[src/rtl/apu_pkg.sv]
// ----------------------------------------------------------------------------
// apu_pkg
// Shared types and constants for the Adam parameter update block.
// ----------------------------------------------------------------------------
package apu_pkg;

   localparam int IDX_W   = 10;
   localparam int DATA_W  = 32;
   localparam int CSR_W   = 3;
   localparam int DEN_W   = 41;  // sqrt(v)*2^8 + eps' < 2^41
   localparam int QUOT_W  = 33;  // delta below the cap fits in 33 bits
   localparam int DELTA_W = 34;

   localparam logic [31:0]        Q131_ONE  = 32'h8000_0000;
   localparam logic [16:0]        Q16_ONE   = 17'h1_0000;
   localparam logic [DELTA_W-1:0] DELTA_CAP = 34'h2_0000_0000;

   // register indexes
   localparam logic [CSR_W-1:0] CSR_BETA_FIRST    = 3'd0;
   localparam logic [CSR_W-1:0] CSR_BETA_SECOND   = 3'd1;
   localparam logic [CSR_W-1:0] CSR_LEARNING_RATE = 3'd2;
   localparam logic [CSR_W-1:0] CSR_EPSILON       = 3'd3;
   localparam logic [CSR_W-1:0] CSR_CLIP_LIMIT    = 3'd4;

   typedef struct packed {
      logic                     new_step;
      logic [IDX_W-1:0]         param_index;
      logic signed [DATA_W-1:0] gradient;
      logic signed [DATA_W-1:0] param_value;
   } req_type;

   typedef struct packed {
      logic [IDX_W-1:0]         result_index;
      logic signed [DATA_W-1:0] updated_value;
   } rsp_type;

   typedef struct packed {
      logic        start;
      logic [63:0] radicand;
   } sqrt_cmd_type;

   typedef struct packed {
      logic              start;
      logic [DEN_W-1:0]  rem;   // dividend bits above the quotient, < den
      logic [QUOT_W-1:0] low;   // remaining dividend bits, left aligned
      logic [DEN_W-1:0]  den;
      logic [5:0]        bits;  // quotient bits to produce
   } div_cmd_type;

   typedef enum logic [4:0] {
      ST_CLEAR, ST_IDLE, ST_LOAD,
      ST_P1, ST_P2, ST_P3, ST_R2_GO, ST_R2_WAIT, ST_LR, ST_RDIV, ST_RWAIT,
      ST_EPS, ST_EPS2,
      ST_M1, ST_M2, ST_M3, ST_V1, ST_V2, ST_V3, ST_V4,
      ST_VSQ, ST_VWAIT, ST_DIV, ST_DWAIT, ST_OUT
   } state_type;

endpackage

[src/rtl/apu_sqrt.sv]
// ----------------------------------------------------------------------------
// apu_sqrt
// Iterative integer square root, 64-bit radicand, one result bit per cycle.
// ----------------------------------------------------------------------------
module apu_sqrt (
   input  logic                  clock,
   input  logic                  reset,
   input  apu_pkg::sqrt_cmd_type cmd,
   output logic                  done,
   output logic [31:0]           root
);
   import apu_pkg::*;

   logic        busy_ff, done_ff;
   logic [5:0]  cnt_ff;
   logic [63:0] x_ff;
   logic [33:0] rem_ff;
   logic [31:0] root_ff;

   logic [35:0] part;
   logic [35:0] trial;
   logic        ge;

   always_comb begin
      part  = {rem_ff, x_ff[63:62]};
      trial = {2'b00, root_ff, 2'b01};
      ge    = part >= trial;
   end

   always_ff @(posedge clock) begin
      if (reset) begin
         busy_ff <= 1'b0;
         done_ff <= 1'b0;
         cnt_ff  <= '0;
      end else begin
         done_ff <= 1'b0;
         if (cmd.start) begin
            busy_ff <= 1'b1;
            cnt_ff  <= 6'd32;
            x_ff    <= cmd.radicand;
            rem_ff  <= '0;
            root_ff <= '0;
         end else if (busy_ff) begin
            x_ff    <= {x_ff[61:0], 2'b00};
            rem_ff  <= ge ? 34'(part - trial) : part[33:0];
            root_ff <= {root_ff[30:0], ge};
            cnt_ff  <= cnt_ff - 6'd1;
            if (cnt_ff == 6'd1) begin
               busy_ff <= 1'b0;
               done_ff <= 1'b1;
            end
         end
      end
   end

   assign done = done_ff;
   assign root = root_ff;

endmodule

[config.mk]
export PLATFORM = sky130hd
export DESIGN_NAME = apu_sqrt
export DESIGN_NICKNAME = d
export VERILOG_FILES = /design/src/rtl/apu_pkg.sv /design/src/rtl/apu_sqrt.sv
export SDC_FILE = /design/constraint.sdc
export NUM_CORES = 1
export LEC_CHECK = 0
export BUFFER_PORTS_ARGS = -buffer_cell sky130_fd_sc_hd__buf_2
export CAP_MARGIN = 20
export CORE_MARGIN = 2
export CORE_UTILIZATION = 30
export CTS_CLUSTER_SIZE = 20
export DETAILED_ROUTE_END_ITERATION = 12
export PLACE_DENSITY = 0.46
export SYNTH_ARGS = -nofsm -noshare
export SYNTH_HDL_FRONTEND = slang
export SYNTH_SLANG_ARGS = --single-unit
export TNS_END_PERCENT = 20
[constraint.sdc]
create_clock -name clock -period 10.99 [get_ports clock]
set_input_delay 1.6485 -clock clock [delete_from_list [all_inputs] [get_ports clock]]
set_output_delay 1.6485 -clock clock [all_outputs]
set_load 0.02 [all_outputs]
* Word level (Yosys, flattened, before mapping)
Cells that the tools add are included.
** Storage, ports and cells
- Logic and storage cells :: 28
- Bits of input ports :: 67
- Output and inout port bits :: 33
- Bits in registers :: 138
** Cells by class
- Add/sub/neg operators :: 2
- $lt $le $gt $ge :: 1
- Reduce and logical (&&, ||, !) cells :: 4
- Bitwise logic cells :: 2
- Mux-type cells :: 11
- Equal/unequal tests :: 1
** Operators by type and width (count)
- $mux W64 :: 2
- $mux W34 :: 2
- $ge A36 B34 Y1 :: 1
- $sub A34 B34 Y34 :: 1
- $mux W32 :: 1
- $mux W6 :: 2
- $eq A6 B1 Y1 const B :: 1
- $sub A6 B1 Y6 const B :: 1
- $mux W1 :: 4
- $reduce_or A3 Y1 :: 1
- $not A1 Y1 :: 2
- $reduce_and A2 Y1 :: 1
- $reduce_bool A2 Y1 :: 1
- $reduce_or A2 Y1 :: 1

* Longest topological paths before layout
- Depth in word-level cells :: 4
- Gate-level depth with buffers :: 14
- Gate-level depth less buffers :: 11

* Worst setup path before layout
No wires, ideal clock.
- Kind :: in2reg
- Start :: input port cmd[64] in the netlist's numbering
- End :: register rem_ff[0] (enable)
- Setup time :: 0.622 ns
- Data arrival time :: 7.706 ns
- Path buffers :: 2
- Stages on the path :: 4
- Slack :: 2.662 ns
- Data required time :: 10.368 ns
- Cells stage by stage :: clkbuf_1 > clkbuf_1 > nor2_1 > nor2_1
** On the way
- Longest elaborated chain between the ends :: 2
** Ends and longest elaborated chain
- start, declared :: line apu_sqrt.sv:8 : input apu_pkg::sqrt_cmd_type cmd,
- $reduce_bool A2 Y1 (no line)
- $reduce_and A2 Y1 (no line)
- end signal, assigned :: line apu_sqrt.sv:45 : rem_ff <= ge ? 34'(part - trial) : part[33:0];
- end, declared :: line apu_sqrt.sv:17 : logic [33:0] rem_ff;
No other way between the ends.
A chain may end at the register's enable or synchronous reset.

* Final worst setup path
- Start :: input port cmd[64] in the netlist's numbering
- End :: register root_ff[15] (netlist: root[15]) (enable)
** On the way
- Longest elaborated chain between the ends :: 2
** Ends and longest elaborated chain
- $reduce_bool A2 Y1 (no line)
- $reduce_and A2 Y1 (no line)
- end signal, assigned :: line apu_sqrt.sv:46 : root_ff <= {root_ff[30:0], ge};
- end, declared :: line apu_sqrt.sv:18 : logic [31:0] root_ff;
No other way between the ends.

==> parameters.txt <==
Parameter                              Value

Outcome
  Status    complete, no violations

Power
  Worst ir drop on vdd    between 0.08 and 0.09 mV
  Pwr per Cell Area    172.5 nW/um^2
  Cell leakage power    3.543 nW

Synthesis
  Part of the Yosys area used for sequential elements    0.5375
  Mapped Area    approximately 7600 um^2
  Count of yosys warnings during synthesis    0
  Number of flip-flops and latches in the synthesized netlist    about 140
  Top flip-flop cell by instance count after synthesis    edfxtp_1
  Number of distinct library cells after synthesis    59
  Number of nets in the synthesized netlist    about 740
  FFs w/ async S/R, synth    0
  Syn Inst Count    about 640
  Mean instance size in the synthesized netlist    approximately 12 um^2
  Number of flops mapped to enable cells by yosys    130

Layout
  Area grow syn2layout    18.65%
  Total of fill cells in the finished design    approximately 2500
  Final core area utilization    0.3594
  Share of post-route cells with drive strength above 1    0.2804
  Nets    around 840
  Commonest non-fill, non-tap cell in the layout    edfxtp_1
  ANT cells    0
  Most used cells in the layout excluding fill and tap cells    130 x edfxtp_1, 98 x buf_2, 80 x nor2_1, 62 x mux2_2, 45 x inv_1

Clock network
  Setup bufs post-CTS    0
  CTS tree    yes
  Quantity of hold-fixing buffers added after cts    0
  Number of gates given a new drive strength after cts    0
  Total number of H-tree levels    4
  Root Driver    clkbuf_16
  Latest clock arrival within the worst-skew pair    0.42 ns
  Worst-path clk slew    0.06 ns
  Number of buffers created by CTS    17
  CTS sink count    138
  Deepest clock path buffer count    2

Worst setup path
  Number of cells on the worst reg-to-reg path    12
  Cell with the largest stage delay on the worst path    buf_4
  Capturing element type of the critical path    flop
  Family of cells with the greatest summed delay on the critical path    buffers and inverters
  Largest fanout on the critical path    60
  Number of buffers and inverters on the critical path    3
  Worst path arrival time    4.47 ns
  CP Data Required Time    11.04 ns
  Critical Path Source Type    input pin
  Cell depth of the worst setup path    5
  Cell Chain, Critical Path    buf_4 -> nor2_1 -> nor2_4 -> buf_4 -> buf_4
  Critical path class    input pin to flop
  Critical path's most frequent cell    buf_4
  Max stage delay on crit path    about 0.75 ns

STA
  Rel. slew slack    0.4281
  Worst slew pin tran    around 0.86 ns
  Max Clock Skew    0.01046 ns
  Number of failing hold endpoints at the final stage    0
  Fmax achieved    0.2261 GHz
  Final setup TNS    0 ns
  Shortest period the worst path allows    about 4.4 ns
  RSZ-0062 raised after global routing    no
  Count of endpoints failing setup in the final report    0
  Total count of max-transition violations in the final report    0
  Fraction of the cycle the final worst path needs    0.4024

Route
  Iteration-0 DRC Markers    roughly 280
  Detailed Routing Iterations Pass 1    4
  Detailed-route via count    5000
  Antenna-violating nets left    0
  Aggregate routed wire length    16.27 mm
  Routed WL per cell    15.08 um
  Drt drc    0
  Number of vias per cell    4.634

Placed design
  DP Wirelength    11.04 mm
  Port Buffer Count    99
  RePlAce Congestion    0.8037

GRT
  Global route overflow    0
  Initial antenna violation count    2
  Pin count of the biggest net entering global routing    78
  Wire length of the first global-routing pass    27.12 mm
  Number of global-route vias before repair    5342
  Overall global routing resource usage    0.1295

Floorplanning
  Io pins    100
  DIE HEIGHT    162.8 um
  Initial cell density of the core    0.3029
  Die area    26490 um^2
  Floorplan die width    162.8 um
  Number of rows in the core area    58
  Placeable core region    24960 um^2

Min path
  Class of the most critical hold timing path    flop to flop
  Worst hold path stage count    2

Job
  Count of maximum capacitance violations    0
-- through the flow --
step           hold slack, ns  setup WS [ns]  cells  power, mW  instance area [um^2]
2_1_floorplan          0.4536          2.662    641     0.9044                  7561
3_3_place_gp           0.4662          6.128   1047     0.9721                  8381
5_1_grt                0.5250          6.248   1079      1.629                  8971
4_1_cts                0.4878          6.488   1079      1.568                  8971
6_report               0.4893          6.567   1079      1.548                  8971
3_5_place_dp           0.4767          6.007   1047     0.9758                  8381
-- worst reg2reg max path, stage by stage, from the launching register on --
cell and delay (ns):
edfxtp_1 0.37, inv_1 0.07, ha_1 0.36, nor2b_1 0.17, o31a_1 0.28, o211ai_1 0.17, nand3_1 0.24, a31oi_2 0.48
a21oi_2 0.14, nor2_4 0.12, buf_4 0.53, mux2i_1 0.32, nor2_1 0.06
-- power breakdown --
| part | total (mW) | leakage, nW | switching [mW] | internal (mW) |
|---|---|---|---|---|
| Sequential | 0.646 | 1.32 | 0.0169 | 0.629 |
| Clock | 0.585 | 0.286 | 0.244 | 0.341 |
| Combinational | 0.317 | 1.94 | 0.181 | 0.136 |
| Total | 1.55 | 3.54 | 0.441 | 1.11 |
-- synth_stat cells (11+ instances only) --
master | number | area [um^2]
mux2i_1 | 28 | 280.3
nor2_1 | 81 | 304.0
edfxtp_1 | 130 | 3904
nand3_1 | 12 | 60.06
o21ai_0 | 13 | 65.06
mux2_2 | 62 | 698.2
a21o_1 | 11 | 82.58
a21oi_1 | 30 | 150.1
nand2_1 | 32 | 120.1
xnor2_1 | 15 | 131.4
clkbuf_1 | 21 | 78.83
xor2_1 | 14 | 122.6
ha_1 | 36 | 450.4
inv_1 | 45 | 168.9
-- flip-flops by register name, indices dropped and copies added, names as in the netlist --
register and count:
busy_ff 1, cnt_ff 6, done 1, rem_ff 34, root 32, x_ff 64
-- path summary, 6_finish.rpt --
path / from / end / slack, ns
worst max register to register: root[0] / rem_ff[24] / 7.41
worst min-delay path: cnt_ff[0] / cnt_ff[0] / 0.49
worst min register to register: cnt_ff[0] / cnt_ff[0] / 0.49
worst max-delay path: cmd[64] / root[15] / 6.57
-- layout make-up --
class	instances	area, um^2	area share
sequential	138	4064	0.4530
multi-input combinational	431	3207	0.3575
clock buffer	19	432.9	0.04826
tap	330	412.9	0.04603
timing repair buffer	103	528.0	0.05886
inverter	45	168.9	0.01883
clock inverter	13	157.7	0.01757
-- per-layer routing --
| layer | vias to the layer above | routed length [um] | global-route usage |
|---|---|---|---|
| met5 | - | 30 | 0 |
| met4 | 4 | 187 | 0.04103 |
| met3 | 20 | 979 | 0.04635 |
| met2 | 87 | 7444 | 0.2115 |
| met1 | 2371 | 7630 | 0.1600 |
| li1 | 2518 | - | - |
-- kinds of logic (layout without fill, tap and decap cells) --
group,after synthesis,count (layout),share of synthesized area
muxes,90,90,0.1294
DFF,138,138,0.5375
buffers and inverters,72,180,0.04005
xor gates and xnor gates,29,29,0.03359
and+or+nand+nor,172,172,0.1024
AOI/OAI and AO/OA,104,104,0.09747
adders and majority gates,36,36,0.05957
No activity file was read; power rests on OpenSTA's default activity.
