`src/rtl/apu_pkg.sv`:
```
// ----------------------------------------------------------------------------
// apu_pkg
// Shared types and constants for the Adam parameter update block.
// ----------------------------------------------------------------------------
package apu_pkg;

   localparam int IDX_W   = 10;
   localparam int DATA_W  = 32;
   localparam int CSR_W   = 3;
   localparam int DEN_W   = 41;  // sqrt(v)*2^8 + eps' < 2^41
   localparam int QUOT_W  = 33;  // delta below the cap fits in 33 bits
   localparam int DELTA_W = 34;

   localparam logic [31:0]        Q131_ONE  = 32'h8000_0000;
   localparam logic [16:0]        Q16_ONE   = 17'h1_0000;
   localparam logic [DELTA_W-1:0] DELTA_CAP = 34'h2_0000_0000;

   // register indexes
   localparam logic [CSR_W-1:0] CSR_BETA_FIRST    = 3'd0;
   localparam logic [CSR_W-1:0] CSR_BETA_SECOND   = 3'd1;
   localparam logic [CSR_W-1:0] CSR_LEARNING_RATE = 3'd2;
   localparam logic [CSR_W-1:0] CSR_EPSILON       = 3'd3;
   localparam logic [CSR_W-1:0] CSR_CLIP_LIMIT    = 3'd4;

   typedef struct packed {
      logic                     new_step;
      logic [IDX_W-1:0]         param_index;
      logic signed [DATA_W-1:0] gradient;
      logic signed [DATA_W-1:0] param_value;
   } req_type;

   typedef struct packed {
      logic [IDX_W-1:0]         result_index;
      logic signed [DATA_W-1:0] updated_value;
   } rsp_type;

   typedef struct packed {
      logic        start;
      logic [63:0] radicand;
   } sqrt_cmd_type;

   typedef struct packed {
      logic              start;
      logic [DEN_W-1:0]  rem;   // dividend bits above the quotient, < den
      logic [QUOT_W-1:0] low;   // remaining dividend bits, left aligned
      logic [DEN_W-1:0]  den;
      logic [5:0]        bits;  // quotient bits to produce
   } div_cmd_type;

   typedef enum logic [4:0] {
      ST_CLEAR, ST_IDLE, ST_LOAD,
      ST_P1, ST_P2, ST_P3, ST_R2_GO, ST_R2_WAIT, ST_LR, ST_RDIV, ST_RWAIT,
      ST_EPS, ST_EPS2,
      ST_M1, ST_M2, ST_M3, ST_V1, ST_V2, ST_V3, ST_V4,
      ST_VSQ, ST_VWAIT, ST_DIV, ST_DWAIT, ST_OUT
   } state_type;

endpackage

```
`src/rtl/apu_div.sv`:
```
// ----------------------------------------------------------------------------
// apu_div
// Restoring divider, one quotient bit per cycle, caller checks overflow.
// ----------------------------------------------------------------------------
module apu_div (
   input  logic                         clock,
   input  logic                         reset,
   input  apu_pkg::div_cmd_type         cmd,
   output logic                         done,
   output logic [apu_pkg::QUOT_W-1:0]   quot
);
   import apu_pkg::*;

   logic              busy_ff, done_ff;
   logic [5:0]        cnt_ff;
   logic [DEN_W-1:0]  rem_ff, den_ff;
   logic [QUOT_W-1:0] low_ff, quot_ff;

   logic [DEN_W:0] trial;
   logic           ge;

   always_comb begin
      trial = {rem_ff, low_ff[QUOT_W-1]};
      ge    = trial >= {1'b0, den_ff};
   end

   always_ff @(posedge clock) begin
      if (reset) begin
         busy_ff <= 1'b0;
         done_ff <= 1'b0;
         cnt_ff  <= '0;
      end else begin
         done_ff <= 1'b0;
         if (cmd.start) begin
            busy_ff <= 1'b1;
            cnt_ff  <= cmd.bits;
            rem_ff  <= cmd.rem;
            low_ff  <= cmd.low;
            den_ff  <= cmd.den;
            quot_ff <= '0;
         end else if (busy_ff) begin
            rem_ff  <= ge ? DEN_W'(trial - {1'b0, den_ff}) : trial[DEN_W-1:0];
            low_ff  <= {low_ff[QUOT_W-2:0], 1'b0};
            quot_ff <= {quot_ff[QUOT_W-2:0], ge};
            cnt_ff  <= cnt_ff - 6'd1;
            if (cnt_ff == 6'd1) begin
               busy_ff <= 1'b0;
               done_ff <= 1'b1;
            end
         end
      end
   end

   assign done = done_ff;
   assign quot = quot_ff;

endmodule

```
`config.mk`:
```
export PLATFORM = sky130hd
export DESIGN_NAME = apu_div
export DESIGN_NICKNAME = d
export VERILOG_FILES = /design/src/rtl/apu_pkg.sv /design/src/rtl/apu_div.sv
export SDC_FILE = /design/constraint.sdc
export NUM_CORES = 1
export LEC_CHECK = 0
export BUFFER_PORTS_ARGS = -buffer_cell sky130_fd_sc_hd__buf_4
export CORE_MARGIN = 5
export CORE_UTILIZATION = 45
export CTS_CLUSTER_DIAMETER = 200
export DETAILED_ROUTE_END_ITERATION = 12
export PLACE_DENSITY = 0.66
export SETUP_SLACK_MARGIN = 0.02
export SYNTH_ARGS = -nofsm -noshare
export SYNTH_HDL_FRONTEND = slang
export SYNTH_SLANG_ARGS = --single-unit
```
`constraint.sdc`:
```
create_clock -name clock -period 8.2 [get_ports clock]
set_input_delay 0.41 -clock clock [delete_from_list [all_inputs] [get_ports clock]]
set_output_delay 0.41 -clock clock [all_outputs]
set_load 0.01 [all_outputs]
```
# After elaboration in Yosys (flattened, before gate mapping)
# Index checks and enable logic that the tools add are counted.
dict set report totals {
  register_bits 156
  input_bits 124
  output_inout_bits 34
  elab_cells 29
}
dict set report classes {
  addsub 2
  n_lt_le_gt_ge 1
  n_eq_ne 1
  muxes 12
  bitwise_logic 2
  reduce_logical 4
}
# op n
set op_table {}
lappend op_table {{two-way mux 41 bit} 3}
lappend op_table {{two-way mux 33 bit} 3}
lappend op_table {{greater-or-equal comparator 42 x 41 -> 1 bit} 1}
lappend op_table {{subtractor 41 bit} 1}
lappend op_table {{two-way mux 6 bit} 2}
lappend op_table {{equality test 6 x 1 -> 1 bit (second input constant)} 1}
lappend op_table {{subtractor 6 x 1 -> 6 bit (second input constant)} 1}
lappend op_table {{two-way mux 1 bit} 4}
lappend op_table {{AND reduction 2 bit} 2}
lappend op_table {{OR reduction 3 bit} 1}
lappend op_table {{inverter 1 bit} 2}
lappend op_table {{nonzero test 2 bit} 1}

# Depth between registers and ports, before layout
dict set report depth {
  depth_word 4
  depth_mapped 15
  depth_no_buf 13
}

# Worst setup path before layout
# OpenSTA, ideal clock, no wires.
dict set report synth_timing {
  path_type {in2reg}
  startpoint {input cmd[121] (netlist bit)}
  endpoint {register low_ff[0], enable pin}
  setup_ps 574
  t_arrival_ps 5511
  required_time_ps 7626
  path_slack_ps 2116
  path_stages 4
  path_buffers 2
  path_cell_list {clkbuf_1 clkbuf_1 nor2_1 nor2_1}
}
dict set report synth_via {
  elab_chain_cells 2
}
# element line_no
set synth_lines {}
lappend synth_lines {{start, declared} apu_div.sv:8} ;# input apu_pkg::div_cmd_type cmd,
lappend synth_lines {{nonzero test 2 bit (no source line)} n/a}
lappend synth_lines {{AND reduction 2 bit (no source line)} n/a}
lappend synth_lines {{end signal, assigned} apu_div.sv:38} ;# low_ff <= cmd.low;
lappend synth_lines {{end signal, assigned} apu_div.sv:43} ;# low_ff <= {low_ff[QUOT_W-2:0], 1'b0};
lappend synth_lines {{end, declared} apu_div.sv:17} ;# logic [QUOT_W-1:0] low_ff, quot_ff;
# Every way passes these cells.
# A chain may end at the register's enable or synchronous reset.

# Worst setup path in the final report
dict set report layout_timing {
  startpoint {register low_ff[32]}
  endpoint {register rem_ff[38], data pin}
}
dict set report layout_via {
  elab_chain_cells 4
  elab_cells_between_ends 5
  classes_between {1 x add/sub; 1 x order compare; 3 x mux}
}
# element line_no
set layout_lines {}
lappend layout_lines {{subtractor 41 bit or greater-or-equal comparator 42 x 41 -> 1 bit (tied branches)} {apu_div.sv:42, apu_div.sv:24}}
lappend layout_lines {{two-way mux 41 bit (*)} apu_div.sv:42} ;# rem_ff <= ge ? DEN_W'(trial - {1'b0, den_ff}) : trial[DEN_W-1:0];
lappend layout_lines {{two-way mux 41 bit (*)} apu_div.sv:41} ;# end else if (busy_ff) begin
lappend layout_lines {{two-way mux 41 bit (*)} apu_div.sv:34} ;# if (cmd.start) begin
lappend layout_lines {{end signal, assigned} apu_div.sv:37} ;# rem_ff <= cmd.rem;
lappend layout_lines {{end signal, assigned} apu_div.sv:42}
lappend layout_lines {{end, declared} apu_div.sv:16} ;# logic [DEN_W-1:0] rem_ff, den_ff;
# Every way passes the cells marked *; elsewhere a longest branch is shown, timed or not. The select of a mux whose other input is x is not followed.

==> results.toml <==
[outcome]
outcome = "complete, no violations"

[die]
io_pins = 158
die_area_sq_um = 22800
num_rows = 51
die_x_microns = 151
core_sq_um = 19500
start_util_pct = 45.8
dieHeight_microns = 151

[sta]
finalClockSkew_ps = 11.4
setup_viol = 0
hold_violations = 0
fmax_mhz = 250
timing_max_transition_violations_final = 0
fin_crit_ps = 4010
rsz0062_at_grt = "no"
finalSetupTns_ps = 0
slew_headroom_pct = 26.9
min_period_over_period_pct = 48.8
worst_slew_pin_slew_ps = 1090

[routing]
drt_wl_total_microns = 21000
viasPerCell = 5.27
num_vias = 6598
wl_per_cell_microns = 16.8
route.detailed.drc = 0
first_pass_iters = 4
drt-initial-drc-count = 360
postRouteAntennaNets = 0

[logic_synthesis]
synth_xor_area_share_pct = 3.62
synth-seq-cells = 156
synth_top_family_by_area = "compound AO/OA/AOI/OAI gates"
synth_nets = 1000
avgSynthCellArea_sq_um = 10.7
synth.mux.area_fraction_pct = 4.49
async_reset_ff_share_pct = 0
synth_compound_area_share_pct = 15.5
ys_seq_area_share_pct = 51.5
synth_edf_count = 148
synth_fa_ha_area_share_pct = 6.24
netlist_instances = 832
synth_cell_types = 62
synth_area_sq_um = 8940
synthFlopType = "edfxtp_1"
synth-simple-area-share_pct = 14.2
ys_warn_count = 0

[cts]
cts_tree = "done"
clkTransAtPathRegs_ps = 80
cts_buffer_depth = 2
cts-hold-fix-buffers = 0
root_buffer = "clkbuf_16"
cts_sinks = 156
postCtsSetupBuffers = 0
h-tree-depth = 4
insertion_delay_ps = 430
cts_resized = 0
cts_buffers = 17

[final_layout]
fin_nets = 1143
multi_input_area_sq_um = 3950
fin_util_pct = 56.0
fillers = 1787
drive_gt1_share_pct = 24.9
syn2layout_area_growth_pct = 22.3
antenna_cells = 0
seqCellArea_sq_um = 4600

[setup_path]
startpoint_type = "flop"
cp_slowest_cell = "o21ai_4"
end_kind = "flop"
arrival_ps = 4190
path_cells = "inv_1 -> ha_1 -> inv_1 -> fa_1 -> a21oi_1 -> o21a_1 -> o21ai_4 -> a21o_1 -> o311ai_2 -> nand2_1 -> o21ai_4 -> nor2_2 -> a221o_1"
worstSetupPathType = "flop to flop"
critPathMaxFanout = 36
path_buf_inv = 2
worstPathRequired_ps = 8380
max_stage_delay_ps = 890
r2r_slack_ps = 4190
crit_family = "compound AO/OA/AOI/OAI gates"

[grt]
met3_usage_pct = 7.93
busiest_layer = "met2"
grt_pass1_wl_microns = 33700
grt_pass1_vias = 6684
grt_max_degree = 74
grt_use_met1_pct = 24.0
grt.overflow.total = 0
antenna_found_initial = 0
grt_use_total_pct = 18.7
use_met2_pct = 29.6

[power_and_ir_drop]
irDropWorstVdd_mv = 0.148
fin_total_pwr_mw = 2.34
power_leakage_nw = 4.53
p_per_area_nw_per_um2 = 214

[worst_hold_path]
hold_class = "primary input to flop"

[placement]
gp_congestion = 0.841
post-dp-hpwl_microns = 15000
port_buffers = 157

[job]
cap_violations = 0
==> cell type report <==
cell class | instances | share of cell area [%]
tap | 265 | 3.03
timing repair buffer | 162 | 11.1
clock inverter | 15 | 1.70
multi-input combinational | 578 | 36.1
sequential | 156 | 42.1
clock buffer | 17 | 3.89
inverter | 60 | 2.06
==> worst paths after layout <==
path	cells after the start	endpoint	from
worst max-delay path	13	rem_ff[38]$_DFFE_PP_	low_ff[32]$_DFFE_PP_
worst min-delay path	1	den_ff[26]$_DFFE_PP_	cmd[32]
worst max register to register	13	rem_ff[38]$_DFFE_PP_	low_ff[32]$_DFFE_PP_
worst min register to register	1	low_ff[31]$_DFFE_PP_	low_ff[30]$_DFFE_PP_
==> flip-flops by register name, indices dropped and copies added (netlist names) <==
name	flops
busy_ff	1
cnt_ff	6
quot	33
rem_ff	41
den_ff	41
low_ff	33
done	1
==> cells in the final DEF (no fill, tap or decap), types with 20 or more instances in the layout <==
cell / instances
buf_4: 162
edfxtp_1: 148
a21oi_1: 105
nand2_1: 65
nor2b_1: 64
inv_1: 60
ha_1: 43
nor2_1: 39
mux2_2: 33
a21o_1: 29
xnor2_1: 21
o21ai_0: 20
==> power by group <==
| group | total (mW) | switching (mW) | internal (mW) |
|---|---|---|---|
| logic | 0.561 | 0.315 | 0.246 |
| clock network | 0.803 | 0.388 | 0.415 |
| registers | 0.979 | 0.0271 | 0.952 |
| total | 2.34 | 0.730 | 1.61 |
==> metrics by stage <==
| step | setup WS [ps] | area, sq um | hold slack [ps] | std cells |
|---|---|---|---|---|
| floorplan | 2120 | 8940 | 509 | 832 |
| CTS | 4130 | 10900 | 131 | 1253 |
| global placement | 4240 | 10300 | 526 | 1221 |
| finish | 4190 | 10900 | 151 | 1253 |
| detailed placement | 4170 | 10300 | 534 | 1221 |
| global route | 3830 | 10900 | 126 | 1253 |
==> synthesized netlist by cell type, types with 4 or more instances <==
library cell    n  area share, %
inv_1          60            2.5
a31oi_1         5           0.35
nor3_1         13           0.73
nand3_1        13           0.73
xnor2_1        21            2.1
nor4_1          4           0.28
nor2_1         40            1.7
ha_1           43            6.0
mux2_2         33            4.2
clkbuf_1       21           0.88
nand2_1        65            2.7
o21ai_0        20            1.1
nand2b_1        8           0.56
edfxtp_1      148             50
xor2_1         16            1.6
a221o_1         4           0.45
a21o_1         29            2.4
nand4_1        13           0.91
o21a_1          8           0.67
nor2b_1        65            4.5
buf_4           5           0.42
nor3b_1         5           0.42
o21ai_1         5           0.28
and3_1          4           0.28
dfxtp_1         8            1.8
a21oi_1       105            5.9
buf_2           6           0.34
o21bai_1        7           0.59
or3_1           4           0.28
buf_1           5           0.21
==> per-layer routing <==
metal / vias to the layer above / share of wire [%]
met5: - / 0
met4: 0 / 0.78
met3: 13 / 9.5
met2: 185 / 46
met1: 3106 / 44
li1: 3294 / -
==> cells by family (layout without fill, tap and decap cells) <==
group           Yosys count  after routing
compound gates          215            215
xor+xnor                 37             37
fa+ha+maj                44             44
buf+inv                  98            254
flops                   156            156
mux                      36             36
simple gates            246            246
Power figures use the tool's default switching activity.
